--- src/clpt_pkg.sv ---
`timescale 1ns / 1ps
`default_nettype none
package clpt_pkg;

  localparam int ENTRIES     = 8192;
  localparam int IDX_W       = $clog2(ENTRIES);
  localparam int HIST_SLOTS  = 4;
  localparam int CONF_BITS   = 4;
  localparam int CONF_W      = CONF_BITS + 1;
  localparam int LVL_W       = 2;
  localparam int CODE_W      = 3;
  localparam int PC_W        = 48;

  localparam logic [CONF_W-1:0] CONF_TOP  = CONF_W'(1 << CONF_BITS);
  localparam logic [CONF_W-1:0] CONF_INIT = CONF_W'(1 << (CONF_BITS - 1));

  // level codes
  localparam logic [LVL_W-1:0]  LVL_L1      = 2'd0;
  localparam logic [LVL_W-1:0]  LVL_DRAM    = 2'd3;
  localparam logic [CODE_W-1:0] CODE_DRAM   = 3'd3;
  localparam logic [CODE_W-1:0] CODE_L1     = 3'd0;
  localparam logic [CODE_W-1:0] CODE_L1_MARK = 3'd4;

  // mode register values; the unused code behaves as the tournament
  localparam logic [1:0] MODE_GREEDY = 2'd0;
  localparam logic [1:0] MODE_HYST   = 2'd1;
  localparam logic [1:0] MODE_TOURN  = 2'd2;

  localparam logic FUNC_PREDICT = 1'b0;
  localparam logic FUNC_UPDATE  = 1'b1;

  localparam logic WHO_GREEDY = 1'b0;
  localparam logic WHO_HYST   = 1'b1;

  typedef struct packed {
    logic [CONF_W-1:0]                  hyst_conf;
    logic [CONF_W-1:0]                  greedy_conf;
    logic [1:0][CODE_W-1:0]             hyst_codes;
    logic [HIST_SLOTS-1:0][LVL_W-1:0]   history;
  } entry_t;

  localparam int ENTRY_W = $bits(entry_t);

  typedef struct packed {
    logic [LVL_W-1:0] level;
    logic             who;
  } result_t;

  typedef enum logic [1:0] {
    ST_CLEAR,
    ST_IDLE,
    ST_LOOKUP
  } state_t;

  function automatic entry_t entry_init();
    entry_t e;
    for (int k = 0; k < HIST_SLOTS; k++) begin
      e.history[k] = LVL_DRAM;
    end
    e.hyst_codes[0] = CODE_DRAM;
    e.hyst_codes[1] = CODE_DRAM;
    e.greedy_conf   = CONF_INIT;
    e.hyst_conf     = CONF_INIT;
    return e;
  endfunction

endpackage
`default_nettype wire

--- src/clpt_entry_logic.sv ---
`timescale 1ns / 1ps
`default_nettype none
module clpt_entry_logic
  import clpt_pkg::*;
(
  input  wire entry_t            rd_entry,
  input  wire logic [1:0]        mode,
  input  wire logic [LVL_W-1:0]  actual,
  output result_t                result,
  output entry_t                 wr_entry
);

  logic [LVL_W-1:0]  greedy_lvl;
  logic [LVL_W-1:0]  hyst_lvl;
  logic [CODE_W-1:0] code_a;
  logic [CODE_W-1:0] code_b;
  logic [CODE_W-1:0] code_max;
  logic [CODE_W-1:0] actual_code;

  // greedy guess: largest level in the history
  always_comb begin
    greedy_lvl = LVL_L1;
    for (int k = 0; k < HIST_SLOTS; k++) begin
      if (rd_entry.history[k] > greedy_lvl) begin
        greedy_lvl = rd_entry.history[k];
      end
    end
  end

  // hysteresis guess: L1 on a marker, else the larger of the two
  assign code_a   = rd_entry.hyst_codes[0];
  assign code_b   = rd_entry.hyst_codes[1];
  assign code_max = (code_a > code_b) ? code_a : code_b;
  always_comb begin
    if (code_a == CODE_L1_MARK || code_b == CODE_L1_MARK) begin
      hyst_lvl = LVL_L1;
    end else begin
      hyst_lvl = code_max[LVL_W-1:0];
    end
  end

  always_comb begin
    case (mode)
      MODE_GREEDY: begin
        result.level = greedy_lvl;
        result.who   = WHO_GREEDY;
      end
      MODE_HYST: begin
        result.level = hyst_lvl;
        result.who   = WHO_HYST;
      end
      default: begin
        if (rd_entry.greedy_conf >= rd_entry.hyst_conf) begin
          result.level = greedy_lvl;
          result.who   = WHO_GREEDY;
        end else begin
          result.level = hyst_lvl;
          result.who   = WHO_HYST;
        end
      end
    endcase
  end

  assign actual_code = {1'b0, actual};

  // trained entry
  always_comb begin
    wr_entry = rd_entry;
    for (int k = 0; k < HIST_SLOTS - 1; k++) begin
      wr_entry.history[k] = rd_entry.history[k+1];
    end
    wr_entry.history[HIST_SLOTS-1] = actual;

    if (actual != LVL_L1 || (code_b != CODE_L1_MARK && code_a != CODE_L1)) begin
      wr_entry.hyst_codes[1] = code_a;
      wr_entry.hyst_codes[0] = actual_code;
    end else begin
      wr_entry.hyst_codes[0] = CODE_L1_MARK;
    end

    if (greedy_lvl == actual) begin
      if (rd_entry.greedy_conf < CONF_TOP) begin
        wr_entry.greedy_conf = rd_entry.greedy_conf + CONF_W'(1);
      end
    end else if (rd_entry.greedy_conf != '0) begin
      wr_entry.greedy_conf = rd_entry.greedy_conf - CONF_W'(1);
    end

    if (hyst_lvl == actual) begin
      if (rd_entry.hyst_conf < CONF_TOP) begin
        wr_entry.hyst_conf = rd_entry.hyst_conf + CONF_W'(1);
      end
    end else if (rd_entry.hyst_conf != '0) begin
      wr_entry.hyst_conf = rd_entry.hyst_conf - CONF_W'(1);
    end
  end

endmodule
`default_nettype wire

--- config.mk ---
export PLATFORM = sky130hd
export DESIGN_NAME = clpt_entry_logic
export DESIGN_NICKNAME = d
export VERILOG_FILES = /design/src/clpt_pkg.sv /design/src/clpt_entry_logic.sv
export SDC_FILE = /design/constraint.sdc
export NUM_CORES = 1
export LEC_CHECK = 0
export ABC_AREA = 1
export BUFFER_PORTS_ARGS = -buffer_cell sky130_fd_sc_hd__clkbuf_2
export CAP_MARGIN = 20
export CORE_ASPECT_RATIO = 2
export CORE_MARGIN = 3
export CORE_UTILIZATION = 29
export DETAILED_ROUTE_END_ITERATION = 6
export PLACE_DENSITY_LB_ADDON = 0.3
export SLEW_MARGIN = 10
export SYNTH_ARGS = -nofsm -noshare
export SYNTH_HDL_FRONTEND = slang
export SYNTH_SLANG_ARGS = --single-unit
--- constraint.sdc ---
create_clock -name vclk -period 4.39
set_input_delay 0.6585 -clock vclk [all_inputs]
set_output_delay 0.6585 -clock vclk [all_outputs]
set_load 0.1 [all_outputs]
* Yosys cells after proc, flatten, opt, wreduce, memory -nomap -nowiden
Cells that the tools add are included.
** Storage, ports and cells
- Flip-flop bits (word level) :: 0
- Input bits :: 28
- Output and inout port bits :: 27
** Cells by class
- $add $sub $neg :: 4
- $lt $le $gt $ge :: 8
- Equal/unequal tests :: 6
- Multiplexer cells :: 16
- Reductions and logical operators :: 8
** Operators by type and width (count)
- 5-bit 2-to-1 mux :: 6
- 2-bit 2-to-1 mux :: 6
- 5-bit by 1-bit adder with 5-bit output, second input constant :: 2
- 5-bit < comparator, second input constant :: 2
- 5-bit nonzero test :: 2
- 5-bit by 1-bit subtractor with 5-bit output, second input constant :: 2
- 3-bit 2-to-1 mux :: 3
- 3-bit equality test, second input constant :: 2
- 2-bit greater-than comparator :: 3
- 3-bit case mux with 2 select lines :: 1
- 5-bit greater-or-equal comparator :: 1
- 2-bit equality test :: 2
- 3-bit greater-than comparator :: 1
- 3-bit inequality test, second input constant :: 1
- 3-bit nonzero test :: 1
- 2-bit by 1-bit equality test with 1-bit output, second input constant :: 1
- 2-bit by 1-bit greater-than comparator with 1-bit output, second input constant :: 1
- 2-bit zero test :: 1
- 1-bit logical OR :: 2
- 2-bit nonzero test :: 1
- 1-bit logical AND :: 1

* Longest topological paths before layout
- Word-level depth :: 10
- Gate-level depth with buffers :: 23
- Depth with buffers taken out :: 23

* Least setup slack after synthesis
OpenSTA, ideal clock, no wires.
- Path kind :: input to output
- Start point :: in mode[0]
- End point :: out result[1] (netlist name)
- Arrival :: 5103 ps
- Required time :: 3732 ps
- Path slack :: -1371 ps
- Cell stages on the path :: 3
- Path buffers :: 0
- Path through :: inv_1 o21ai_0 o21ai_0
** RTL lines
- start: declaration :: RTL line clpt_entry_logic.sv:7 : input wire logic [1:0] mode,
- end: declaration :: RTL line clpt_entry_logic.sv:9 : output result_t result,

==> impl_metrics.env <==
export IMPL_grt_max_degree=8
export IMPL_min_period_ns=4.088
export IMPL_die_w_microns=51.98
export IMPL_numPortBuffers=55
export IMPL_pin_count=55
export IMPL_ant_nets=0
export IMPL_post_route_drc_count=0
export IMPL_min_to="wr_entry[0]"
export IMPL_hold_path_class="input pin to output port"
export IMPL_fin_cells=310
export IMPL_grt_use_total_pct=12.00
export IMPL_dp_cells=309
export IMPL_fin_ws_ns=0.3019
export IMPL_yosys_warnings=0
export IMPL_p_leak_nw=1.011
export IMPL_cp_required_ns=3.73
export IMPL_worst_pin_slew_ns=0.5439
export IMPL_cp_end_kind="output port"
export IMPL_setup_viol=0
export IMPL_dr_pass1_iters=4
export IMPL_fin_util_pct=41.48
export IMPL_crit_type="input pin to output port"
export IMPL_nets=310
export IMPL_grtUsageMet1_pct=12.04
export IMPL_rows=32
export IMPL_powerDensity_nw_per_um2=270.6
export IMPL_timing_final_crit_share_pct=93.12
export IMPL_nClkBuffers=0
export IMPL_synth_top_cell_by_area="ha_1"
export IMPL_max_freq_ghz=0.2446
export IMPL_die_area_sq_um=5092
export IMPL_design_seq_count=0
export IMPL_vias=1474
export IMPL_vdd_drop_max_v=0.0002201
export IMPL_hold_start="rd_entry[2]"
export IMPL_synth_distinct_cells=26
export IMPL_grt_pass1_wl_microns=5161
export IMPL_drt_total_wl_microns=3122
export IMPL_max_cap_violations=0
export IMPL_synth_xor_area_share_pct=7.857
export IMPL_synth_simple_area_share_pct=38.98
export IMPL_synth_compound_area_share_pct=13.06
export IMPL_drtIter0Drc=17
export IMPL_synth_top_family_by_area="simple AND/OR/NAND/NOR gates"
export IMPL_die_h_microns=97.96
export IMPL_grt_busiest_layer="met2"
export IMPL_holdPathStages=2
export IMPL_holdBufCountCts=0
export IMPL_synth_top_cell_area_share_pct=21.43
export IMPL_worstPathMaxFanout=5
export IMPL_antenna_cells=0
export IMPL_drive_gt1_share_pct=29.73
export IMPL_syn_avg_cell_area_sq_um=5.757
export IMPL_yosys_area_share_adder_pct=21.43
export IMPL_first_global_vias=1322
export IMPL_slew_limit_headroom_pct=63.90
export IMPL_gp_congestion=0.8353
export IMPL_wire_per_inst_microns=10.07
export IMPL_crit_path_start_kind="input pin"
export IMPL_met3_usage_pct=0.3053
export IMPL_initial_utilization_pct=30.93
export IMPL_place_area_sq_um=1624
export IMPL_hold_ws_ns=1.777
export IMPL_run_status="complete, no violations"
export IMPL_yosysSeqAreaShare_pct=0
export IMPL_synthesis_nets=262
export IMPL_core_area_sq_um=3964
export IMPL_overflow=0
export IMPL_post_place_ws_ns=0.2550
export IMPL_syn_cell_area_sq_um=1226
export IMPL_syn_to_final_growth_pct=34.08
export IMPL_crit_arrival_ns=3.43
export IMPL_final_area_sq_um=1644
export IMPL_hpwl_microns=2856
export IMPL_finalHoldViolCount=0
export IMPL_finalMaxSlewViolations=0
export IMPL_synth_area_leaders="ha_1, nand2_1, inv_1, nand3_1, xor2_1"
export IMPL_grtUsageMet2_pct=26.09
export IMPL_vias_per_cell=4.755
export IMPL_antenna_found_initial=0
export IMPL_ff_latch_area_sq_um=0
export IMPL_syn_inst=213
export IMPL_synth_mux_area_share_pct=0
logic make-up (layout without fill, tap and decap cells):
kind of cell / after synthesis / in the layout
buf+inv: 53 / 99
simple gates: 102 / 102
xor+xnor: 11 / 11
fa+ha+maj: 21 / 21
compound gates: 26 / 26
timing repair:
action,4_1_cts,5_1_grt
gates resized for setup,0,5
endpoints found under the setup margin,0,6
buffers inserted,0,1
cells in the final DEF, fill, tap and decap left out, drive strengths merged:
master and count:
o21bai 2, ha 21, xor2 9, nand2 57
a21oi 3, clkbuf 49, xnor2 2, nor3 1
nand3 33, o21ai 15, o2111ai 1, a31oi 1
a21boi 1, o31ai 1, o21a 1, nand4 5
buf 7, nor2 5, inv 43, o22ai 1
nor4 1
report_power, final:
group | internal [W] | total [W] | switching (W)
registers | 0 | 0 | 0
clock network | 0 | 0 | 0
logic | 0.000118 | 0.000445 | 0.000327
worst max-delay path, stage by stage:
cell and delay, ns:
clkbuf_2 0.17, inv_12 0.04, ha_4 0.23, inv_1 0.05
nand2_1 0.07, nand2_1 0.09, nand2_1 0.07, nand2_1 0.07
inv_1 0.04, ha_1 0.26, inv_1 0.04, o21ai_2 0.16
inv_1 0.07, nand2_1 0.10, nand2_1 0.06, ha_1 0.27
inv_1 0.04, o21ai_2 0.15, inv_1 0.07, nand2_1 0.10
nand3_1 0.10, nand2_2 0.12, nand3_1 0.07, nand2_1 0.14
buf_12 0.18
synth_stat cells, drive strengths merged:
| cell type | number |
|---|---|
| nor4 | 1 |
| inv | 43 |
| ha | 21 |
| o21ai | 15 |
| xnor2 | 2 |
| a21oi | 3 |
| o21a | 1 |
| nand2 | 57 |
| a31oi | 1 |
| o22ai | 1 |
| nor3 | 1 |
| o21bai | 2 |
| nand3 | 33 |
| buf | 8 |
| nor2 | 5 |
| xor2 | 9 |
| nand4 | 5 |
| a21boi | 1 |
| clkbuf | 2 |
| o2111ai | 1 |
| o31ai | 1 |
routing by layer:
metal	up-vias	part of all wire, %	routed length [microns]
li1	781	-	-
met2	30	60	1870
met3	0	4.5	142
met4	0	0	0
met1	663	36	1109
met5	-	0	0
cell type report:
| type | instances | area (sq um) |
|---|---|---|
| timing repair buffer | 56 | 372.9 |
| multi-input combinational | 160 | 1033 |
| inverter | 43 | 173.9 |
| fill | 467 | 2320 |
| tap | 51 | 63.81 |
worst max path at each step:
stage | from | endpoint | slack, ns | cells after the start
2_1_floorplan | rd_entry[1] | result[1] | -0.95 | 19
3_3_place_gp | rd_entry[1] | wr_entry[16] | 0.32 | 25
3_5_place_dp | rd_entry[1] | result[1] | 0.26 | 23
4_1_cts | rd_entry[1] | wr_entry[15] | 0.24 | 25
5_1_grt | rd_entry[1] | wr_entry[17] | -0.001 | 25
6_report | rd_entry[1] | wr_entry[14] | 0.30 | 25
metrics by stage:
stage | power [W] | TNS (ns)
2_1_floorplan | 0.0003366 | -0.9480
3_3_place_gp | 0.0004394 | 0
3_5_place_dp | 0.0004414 | 0
4_1_cts | 0.0004427 | 0
5_1_grt | 0.0004770 | -0.001157
6_report | 0.0004448 | 0
Power figures use the tool's default switching activity.
